**src/hdl/sorted_id_binary_search_core_macros.svh**
```systemverilog
// assertion macros for the sorted identifier search core
// used by the top level only, needs no other file
`ifndef SORTED_ID_BINARY_SEARCH_CORE_MACROS_SVH
`define SORTED_ID_BINARY_SEARCH_CORE_MACROS_SVH

// same-cycle implication, checked outside reset
`define SIBS_ASSERT_NOW(lbl, clk, rst, ante, cons, msg) \
   lbl: assert property (@(posedge clk) disable iff (rst) (ante) |-> (cons)) \
      else $error(msg);

// next-cycle implication, checked outside reset
`define SIBS_ASSERT_NEXT(lbl, clk, rst, ante, cons, msg) \
   lbl: assert property (@(posedge clk) disable iff (rst) (ante) |=> (cons)) \
      else $error(msg);

`endif

```
**src/hdl/sibs_pkg.sv**
```systemverilog
// shared types and constants of the sorted identifier search core
// no dependencies; used by the controller, datapath and top level
`timescale 1ns / 1ps
`default_nettype none

package sibs_pkg;

   localparam int DEPTH   = 256;
   localparam int ADDR_W  = $clog2(DEPTH);
   localparam int CNT_W   = ADDR_W + 1;
   localparam int ID_W    = 16;

   // operation codes carried in req_tuser
   localparam logic OP_WRITE  = 1'b0;
   localparam logic OP_SEARCH = 1'b1;

   typedef enum logic [1:0] {
      ST_IDLE,
      ST_CHECK,
      ST_COMPARE
   } state_type;

   typedef struct packed {
      logic write_en;
      logic load_search;
      logic read_probe;
      logic step;
      logic load_rsp;
      logic rsp_hit;
   } cmd_type;

   typedef struct packed {
      logic active;
      logic equal;
      logic rsp_free;
   } status_type;

endpackage

`default_nettype wire

```
**src/hdl/sorted_id_binary_search_core.sv**
```systemverilog
// Sorted identifier table with binary-search lookup.
// Request channel (req_*): req_tuser selects the operation, 0 stores key_id
// into slot, 1 searches for key_id. Writes give no response.
// Response channel (rsp_*): one item per search, tuser = found flag, tdata =
// position (0 on a miss). csr_we/csr_wdata load entries_in_use (values above
// 256 act as 256); write it only while the core is idle.
// A write is stored as it is accepted. A search runs each probe as a table
// read (CHECK) then a compare (COMPARE), at most nine probes for 256 entries.
// A hit responds from the compare that matches, a miss from the check that
// finds the range empty; the next request is taken the cycle after the
// response is loaded.
// The response sits in an output register: the core accepts new requests
// while it waits; a finished search only holds if that register is still full.
// Synchronous reset clears entries_in_use and the response valid; the table
// itself is not cleared and must be written before it is searched.
// Software must load the identifiers in ascending order.
// Depends on sibs_pkg, sibs_ctrl, sibs_datapath and the macros header.
`timescale 1ns / 1ps
`default_nettype none

`include "sorted_id_binary_search_core_macros.svh"

module sorted_id_binary_search_core (
   input  wire         clock,
   input  wire         reset,
   input  wire         req_tvalid,
   output logic        req_tready,
   input  wire  [23:0] req_tdata,   // [7:0] slot, [23:8] key_id
   input  wire  [0:0]  req_tuser,   // [0] operation
   output logic        rsp_tvalid,
   input  wire         rsp_tready,
   output logic [7:0]  rsp_tdata,   // [7:0] position
   output logic [0:0]  rsp_tuser,   // [0] found
   input  wire         csr_we,
   input  wire  [8:0]  csr_wdata    // entries_in_use
);

   sibs_pkg::cmd_type    cmd;
   sibs_pkg::status_type status;
   logic                 rsp_found;
   logic [7:0]           rsp_position;

   sibs_ctrl u_ctrl (
      .clock      (clock),
      .reset      (reset),
      .req_tvalid (req_tvalid),
      .req_op     (req_tuser[0]),
      .status     (status),
      .req_tready (req_tready),
      .cmd        (cmd)
   );

   sibs_datapath u_datapath (
      .clock        (clock),
      .reset        (reset),
      .csr_we       (csr_we),
      .csr_wdata    (csr_wdata),
      .req_slot     (req_tdata[7:0]),
      .req_key      (req_tdata[23:8]),
      .cmd          (cmd),
      .status       (status),
      .rsp_tready   (rsp_tready),
      .rsp_tvalid   (rsp_tvalid),
      .rsp_found    (rsp_found),
      .rsp_position (rsp_position)
   );

   assign rsp_tdata    = rsp_position;
   assign rsp_tuser[0] = rsp_found;

   `SIBS_ASSERT_NOW(a_no_rsp_overwrite, clock, reset, cmd.load_rsp, status.rsp_free, "response overwritten while pending")
   `SIBS_ASSERT_NOW(a_probe_in_range, clock, reset, cmd.read_probe, status.active, "probe issued on empty range")
   `SIBS_ASSERT_NOW(a_idle_no_probe, clock, reset, req_tready, !cmd.read_probe && !cmd.step, "request taken during search")
   `SIBS_ASSERT_NEXT(a_miss_pos_zero, clock, reset, cmd.load_rsp && !cmd.rsp_hit, rsp_tvalid && rsp_tuser[0] == 1'b0 && rsp_tdata == 8'd0, "miss with nonzero position")

endmodule

`default_nettype wire

```
**src/hdl/sibs_datapath.sv**
```systemverilog
// datapath: identifier table memory, search bounds, compare and result register
// depends on sibs_pkg
`timescale 1ns / 1ps
`default_nettype none

module sibs_datapath (
   input  wire                          clock,
   input  wire                          reset,
   input  wire                          csr_we,
   input  wire [sibs_pkg::CNT_W-1:0]    csr_wdata,
   input  wire [sibs_pkg::ADDR_W-1:0]   req_slot,
   input  wire [sibs_pkg::ID_W-1:0]     req_key,
   input  sibs_pkg::cmd_type            cmd,
   output sibs_pkg::status_type         status,
   input  wire                          rsp_tready,
   output logic                         rsp_tvalid,
   output logic                         rsp_found,
   output logic [sibs_pkg::ADDR_W-1:0]  rsp_position
);

   logic [sibs_pkg::ID_W-1:0]   mem [sibs_pkg::DEPTH];
   logic [sibs_pkg::ID_W-1:0]   rd_data_ff;

   logic [sibs_pkg::CNT_W-1:0]  count_ff;
   logic [sibs_pkg::CNT_W-1:0]  count_sat;
   logic [sibs_pkg::ID_W-1:0]   key_ff;
   // low bound and one past the high bound
   logic [sibs_pkg::CNT_W-1:0]  low_ff, low_in;
   logic [sibs_pkg::CNT_W-1:0]  hi1_ff, hi1_in;
   logic [sibs_pkg::ADDR_W-1:0] mid_ff;
   logic [sibs_pkg::CNT_W-1:0]  span;
   logic [sibs_pkg::CNT_W-1:0]  mid_wide;
   logic [sibs_pkg::ADDR_W-1:0] mid;

   logic                        rsp_valid_ff, rsp_valid_in;
   logic                        found_ff;
   logic [sibs_pkg::ADDR_W-1:0] pos_ff;

   always_ff @(posedge clock) begin
      if (cmd.write_en) begin
         mem[req_slot] <= req_key;
      end
   end

   always_ff @(posedge clock) begin
      if (cmd.read_probe) begin
         rd_data_ff <= mem[mid];
      end
   end

   always_ff @(posedge clock) begin
      if (reset) begin
         count_ff <= '0;
      end else if (csr_we) begin
         count_ff <= csr_wdata;
      end
   end

   always_comb begin
      if (count_ff > sibs_pkg::CNT_W'(sibs_pkg::DEPTH)) begin
         count_sat = sibs_pkg::CNT_W'(sibs_pkg::DEPTH);
      end else begin
         count_sat = count_ff;
      end
   end

   // probe = low + (high - low) / 2 with high = hi1 - 1, valid while low < hi1
   assign span     = hi1_ff - low_ff - sibs_pkg::CNT_W'(1);
   assign mid_wide = low_ff + (span >> 1);
   assign mid      = mid_wide[sibs_pkg::ADDR_W-1:0];

   always_comb begin
      low_in = low_ff;
      hi1_in = hi1_ff;
      if (cmd.load_search) begin
         low_in = '0;
         hi1_in = count_sat;
      end else if (cmd.step) begin
         if (rd_data_ff < key_ff) begin
            low_in = {1'b0, mid_ff} + sibs_pkg::CNT_W'(1);
         end else begin
            hi1_in = {1'b0, mid_ff};
         end
      end
   end

   always_ff @(posedge clock) begin
      low_ff <= low_in;
      hi1_ff <= hi1_in;
      if (cmd.load_search) begin
         key_ff <= req_key;
      end
      if (cmd.read_probe) begin
         mid_ff <= mid;
      end
   end

   always_comb begin
      rsp_valid_in = rsp_valid_ff;
      if (cmd.load_rsp) begin
         rsp_valid_in = 1'b1;
      end else if (rsp_tready) begin
         rsp_valid_in = 1'b0;
      end
   end

   always_ff @(posedge clock) begin
      if (reset) begin
         rsp_valid_ff <= 1'b0;
      end else begin
         rsp_valid_ff <= rsp_valid_in;
      end
   end

   always_ff @(posedge clock) begin
      if (cmd.load_rsp) begin
         found_ff <= cmd.rsp_hit;
         pos_ff   <= cmd.rsp_hit ? mid_ff : '0;
      end
   end

   assign status.active   = (low_ff < hi1_ff);
   assign status.equal    = (rd_data_ff == key_ff);
   assign status.rsp_free = !rsp_valid_ff || rsp_tready;

   assign rsp_tvalid   = rsp_valid_ff;
   assign rsp_found    = found_ff;
   assign rsp_position = pos_ff;

endmodule

`default_nettype wire

```
**src/hdl/sibs_ctrl.sv**
```systemverilog
// controller state machine: accepts requests and sequences the search probes
// depends on sibs_pkg
`timescale 1ns / 1ps
`default_nettype none

module sibs_ctrl (
   input  wire                   clock,
   input  wire                   reset,
   input  wire                   req_tvalid,
   input  wire                   req_op,
   input  sibs_pkg::status_type  status,
   output logic                  req_tready,
   output sibs_pkg::cmd_type     cmd
);

   sibs_pkg::state_type state_ff, state_in;

   always_ff @(posedge clock) begin
      if (reset) begin
         state_ff <= sibs_pkg::ST_IDLE;
      end else begin
         state_ff <= state_in;
      end
   end

   always_comb begin
      state_in = state_ff;
      case (state_ff)
         sibs_pkg::ST_IDLE: begin
            if (req_tvalid && req_op == sibs_pkg::OP_SEARCH) begin
               state_in = sibs_pkg::ST_CHECK;
            end
         end
         sibs_pkg::ST_CHECK: begin
            if (status.active) begin
               state_in = sibs_pkg::ST_COMPARE;
            end else if (status.rsp_free) begin
               state_in = sibs_pkg::ST_IDLE;
            end
         end
         sibs_pkg::ST_COMPARE: begin
            if (!status.equal) begin
               state_in = sibs_pkg::ST_CHECK;
            end else if (status.rsp_free) begin
               state_in = sibs_pkg::ST_IDLE;
            end
         end
         default: begin
            state_in = sibs_pkg::ST_IDLE;
         end
      endcase
   end

   always_comb begin
      req_tready = 1'b0;
      cmd        = '0;
      case (state_ff)
         sibs_pkg::ST_IDLE: begin
            req_tready      = 1'b1;
            cmd.write_en    = req_tvalid && req_op == sibs_pkg::OP_WRITE;
            cmd.load_search = req_tvalid && req_op == sibs_pkg::OP_SEARCH;
         end
         sibs_pkg::ST_CHECK: begin
            // empty range means a miss; hold until the result register frees
            cmd.read_probe = status.active;
            cmd.load_rsp   = !status.active && status.rsp_free;
         end
         sibs_pkg::ST_COMPARE: begin
            cmd.step     = !status.equal;
            cmd.load_rsp = status.equal && status.rsp_free;
            cmd.rsp_hit  = status.equal;
         end
         default: begin
            cmd = '0;
         end
      endcase
   end

endmodule

`default_nettype wire

```
**config.mk**
```make
export PLATFORM = sky130hd
export DESIGN_NAME = sorted_id_binary_search_core
export DESIGN_NICKNAME = d
export VERILOG_FILES = /design/src/hdl/sibs_pkg.sv /design/src/hdl/sorted_id_binary_search_core.sv /design/src/hdl/sibs_datapath.sv /design/src/hdl/sibs_ctrl.sv
export VERILOG_INCLUDE_DIRS = /design/src /design/src/hdl
export SDC_FILE = /design/constraint.sdc
export NUM_CORES = 2
export LEC_CHECK = 0
export ABC_AREA = 1
export BUFFER_PORTS_ARGS = -buffer_cell sky130_fd_sc_hd__buf_2
export CAP_MARGIN = 25
export CORE_ASPECT_RATIO = 0.7
export CORE_MARGIN = 3
export CORE_UTILIZATION = 28
export CTS_CLUSTER_DIAMETER = 50
export DETAILED_ROUTE_END_ITERATION = 10
export PLACE_DENSITY = 0.55
export SYNTH_ARGS = -nofsm -noshare
export SYNTH_HDL_FRONTEND = slang
export SYNTH_SLANG_ARGS = --single-unit
```
**constraint.sdc**
```tcl
create_clock -name clock -period 3.3 [get_ports clock]
set_input_delay 0.165 -clock clock [delete_from_list [all_inputs] [get_ports clock]]
set_output_delay 0.165 -clock clock [all_outputs]
set_load 0.02 [all_outputs]
```
==> flow_metrics.tcl <==
set metrics [dict create \
    drtIter0Drc 17500 \
    max_slew_margin_pct 16.4 \
    period_share_pct 132 \
    cpPeakStageDelay_ns 0.81 \
    drv_cap 0 \
    end_kind "flip-flop" \
    crit_required_ns 4.14 \
    synth_edf_count 4154 \
    vias_per_cell 4.98 \
    fin_ws_ns -1.06 \
    drive_gt1_share_pct 15.8 \
    ys_seq_area_share_pct 73.2 \
    critPathMaxFanout 8 \
    path_cells "nand2_2 -> fa_2 -> inv_2 -> ha_4 -> inv_2 -> fa_4 -> buf_12 -> inv_16 -> buf_16 -> buf_12 -> buf_4 -> buf_4 -> nand3_1 -> nand3_1 -> nand2_1 -> nand2_1 -> nand3_1 -> nand3_2 -> nand3_2 -> nand3_4 -> nand2_1" \
    fmax_mhz 229 \
    multi_input_area_um2 42400 \
    nNetsFinal 15600 \
    initial_utilization_pct 28.2 \
    yosys_warnings 0 \
    die_area_um2 620000 \
    cts_root_buf "clkbuf_16" \
    area_growth_pct 22.4 \
    hp-class "in2reg" \
    synth_area_um2 171000 \
    core_um2 607000 \
    grt_max_degree 99 \
    tritoncts "done" \
    clk_path_buf_depth 4 \
    async_flop_share_pct 0 \
    ys_ff_latch 4175 \
    drt_wl_total_um 574000 \
    synth.most_common_cell "nand2_1" \
    min_period_ns 4.36 \
    synth_cell_type_count 42 \
    antenna_left 0 \
    arrival_ns 5.21 \
    grt_use_total_pct 17.7 \
    antenna_found_initial 40 \
    yosys.area.top_type "edfxtp_1" \
    synthTopCellsByArea "edfxtp_1, nand2_1, nand3_1" \
    drv_slew 0 \
    drc_errors 0 \
    clkSinkCount 4175 \
    tightest_slew_ns 1.25 \
    gp_congestion 0.885 \
    avgSynthCellArea_um2 11.8 \
    dr.pass1.iters 8 \
    grt-ovfl-total 0 \
    die_w_um 940 \
    cts.htree.levels 5 \
    clk_pin_slew_ns 0.07 \
    hold_viol 0 \
    critical_path.slowest_cell "fa_4" \
    crit_type "reg2reg" \
    cts_made_buffers 382 \
    dp_cells 23000 \
    hpwl_um 361000 \
    fin_util_pct 34.5 \
    ys.flop_type "edfxtp_1" \
    n_fill_cell 59000 \
    finalNonFillerCells 23900 \
    grt_pass1_wl_um 814000 \
    ys_top_cells_by_count "nand2_1, edfxtp_1, nand3_1" \
    outcome "complete, but fails checks" \
    clk-insertion-delay-late_ns 0.98 \
    finalClockSkew_ns 0.0583 \
    vias 119000 \
    num_rows 239 \
    synth.top_cell.area_share_pct 73.0 \
    synth_nets 14500 \
    die_y_um 660 \
    io_buffers 49 \
    critPathLaunchType "flip-flop" \
    violations "negative setup slack" \
    num_io_pins 50 \
    wl_per_cell_um 24.0 \
    rsz0062_at_grt "yes" \
    setup_viol 16 \
    synth_cells 14500 \
    register_area_um2 125000 \
    grt_pass1_vias 109000 \
]
## timing repair
action                                  in CTS  in global routing
resized for setup                          446                167
buffers inserted                            41                 25
endpoints found under the setup margin      18                335
pin swaps                                   54                 44
hold buffers                                57                  0
cloned                                      15                  5
hold endpoints to repair                  1955                  0
## critical path, delay by kind of cell, from the launching register on
| family | cells | cell delay (ns) |
|---|---|---|
| and+or+nand+nor | 10 | 1.25 |
| buffers and inverters | 8 | 1.13 |
| DFF | 1 | 0.41 |
| adders and majority gates | 3 | 1.39 |
## placed cells by master (no fill, tap or decap), drive strengths merged, types with 2 or more instances in the layout
master          n
inv           104
o21ai          22
o211ai          2
xnor2           4
diode          16
clkbuf        452
buf          1513
dlygate4sd3    57
nand3        3591
nor4            2
a31oi           3
clkinv        168
nand2        5214
nor2          292
ha             44
a21oi          41
edfxtp       4154
bufinv         38
nor3           10
nand3b          2
nand4           7
dfxtp          21
fa              2
xor2           10
clkinvlp       17
## registers in the layout (all words and copies together) (netlist names)
name                     count
u_ctrl.state_ff              2
u_datapath.count_ff          9
u_datapath.hi1_ff            9
u_datapath.key_ff           16
u_datapath.low_ff            9
u_datapath.mem            4096
u_datapath.mid_ff            8
u_datapath.rd_data_ff       16
u_datapath.rsp_found         1
u_datapath.rsp_position      8
u_datapath.rsp_tvalid        1
## kinds of logic after synthesis
group / synth area share [%]
adder cells (fa/ha/maj): 0.345
flip-flops: 73.2
buffers and inverters: 3.43
AO/OA/AOI/OAI: 0.237
XOR/XNOR: 0.0871
AND/OR/NAND/NOR: 22.7
## final cells by class
type	count	area share (%)
sequential	4175	59.8
multi-input combinational	9253	20.2
timing repair buffer	1576	9.06
tap	8073	4.83
clock buffer	447	4.72
clock inverter	233	1.10
inverter	93	0.201
antenna	16	0.0191
timing repair inverter	1	0.00419
## per-stage QoR
| step | area [um^2] | setup slack [ns] | setup TNS (ns) | hold WS (ns) |
|---|---|---|---|---|
| 2_1_floorplan | 171000 | 0.198 | 0 | 0.234 |
| 3_3_place_gp | 192000 | -1.69 | -23.15 | 0.430 |
| 3_5_place_dp | 192000 | -1.60 | -22.67 | 0.425 |
| 4_1_cts | 208000 | -1.03 | -15.88 | 0.0722 |
| 5_1_grt | 209000 | -1.13 | -17.46 | 0.111 |
| 6_report | 209000 | -1.06 | -16.28 | 0.139 |
## layer usage
| layer | vias to the layer above | routed length, um | GRT usage (%) |
|---|---|---|---|
| met4 | 2 | 12200 | 3.52 |
| met2 | 6061 | 233000 | 24.5 |
| met3 | 687 | 70300 | 4.64 |
| li1 | 53000 | - | - |
| met1 | 59200 | 258000 | 27.6 |
| met5 | - | 13 | 0 |
## path summary, 6_finish.rpt
path / start / endpoint / slack (ns) / cells past startpoint
worst min register to register: u_datapath.low_ff[8]$_SDFFE_PP0P_ / u_datapath.low_ff[8]$_SDFFE_PP0P_ / 0.48 / 2
worst min-delay path: req_tdata[16] / u_datapath.mem[110][8]$_DFFE_PP_ / 0.14 / 2
worst max register to register: u_datapath.hi1_ff[0]$_DFFE_PP_ / u_datapath.rd_data_ff[1]$_DFFE_PP_ / -1.06 / 21
worst max-delay path: u_datapath.hi1_ff[0]$_DFFE_PP_ / u_datapath.rd_data_ff[1]$_DFFE_PP_ / -1.06 / 21
Power is left out: the tool's default activity adds up to more than one toggle a clock period on the data nets, which glitch-free logic cannot reach.
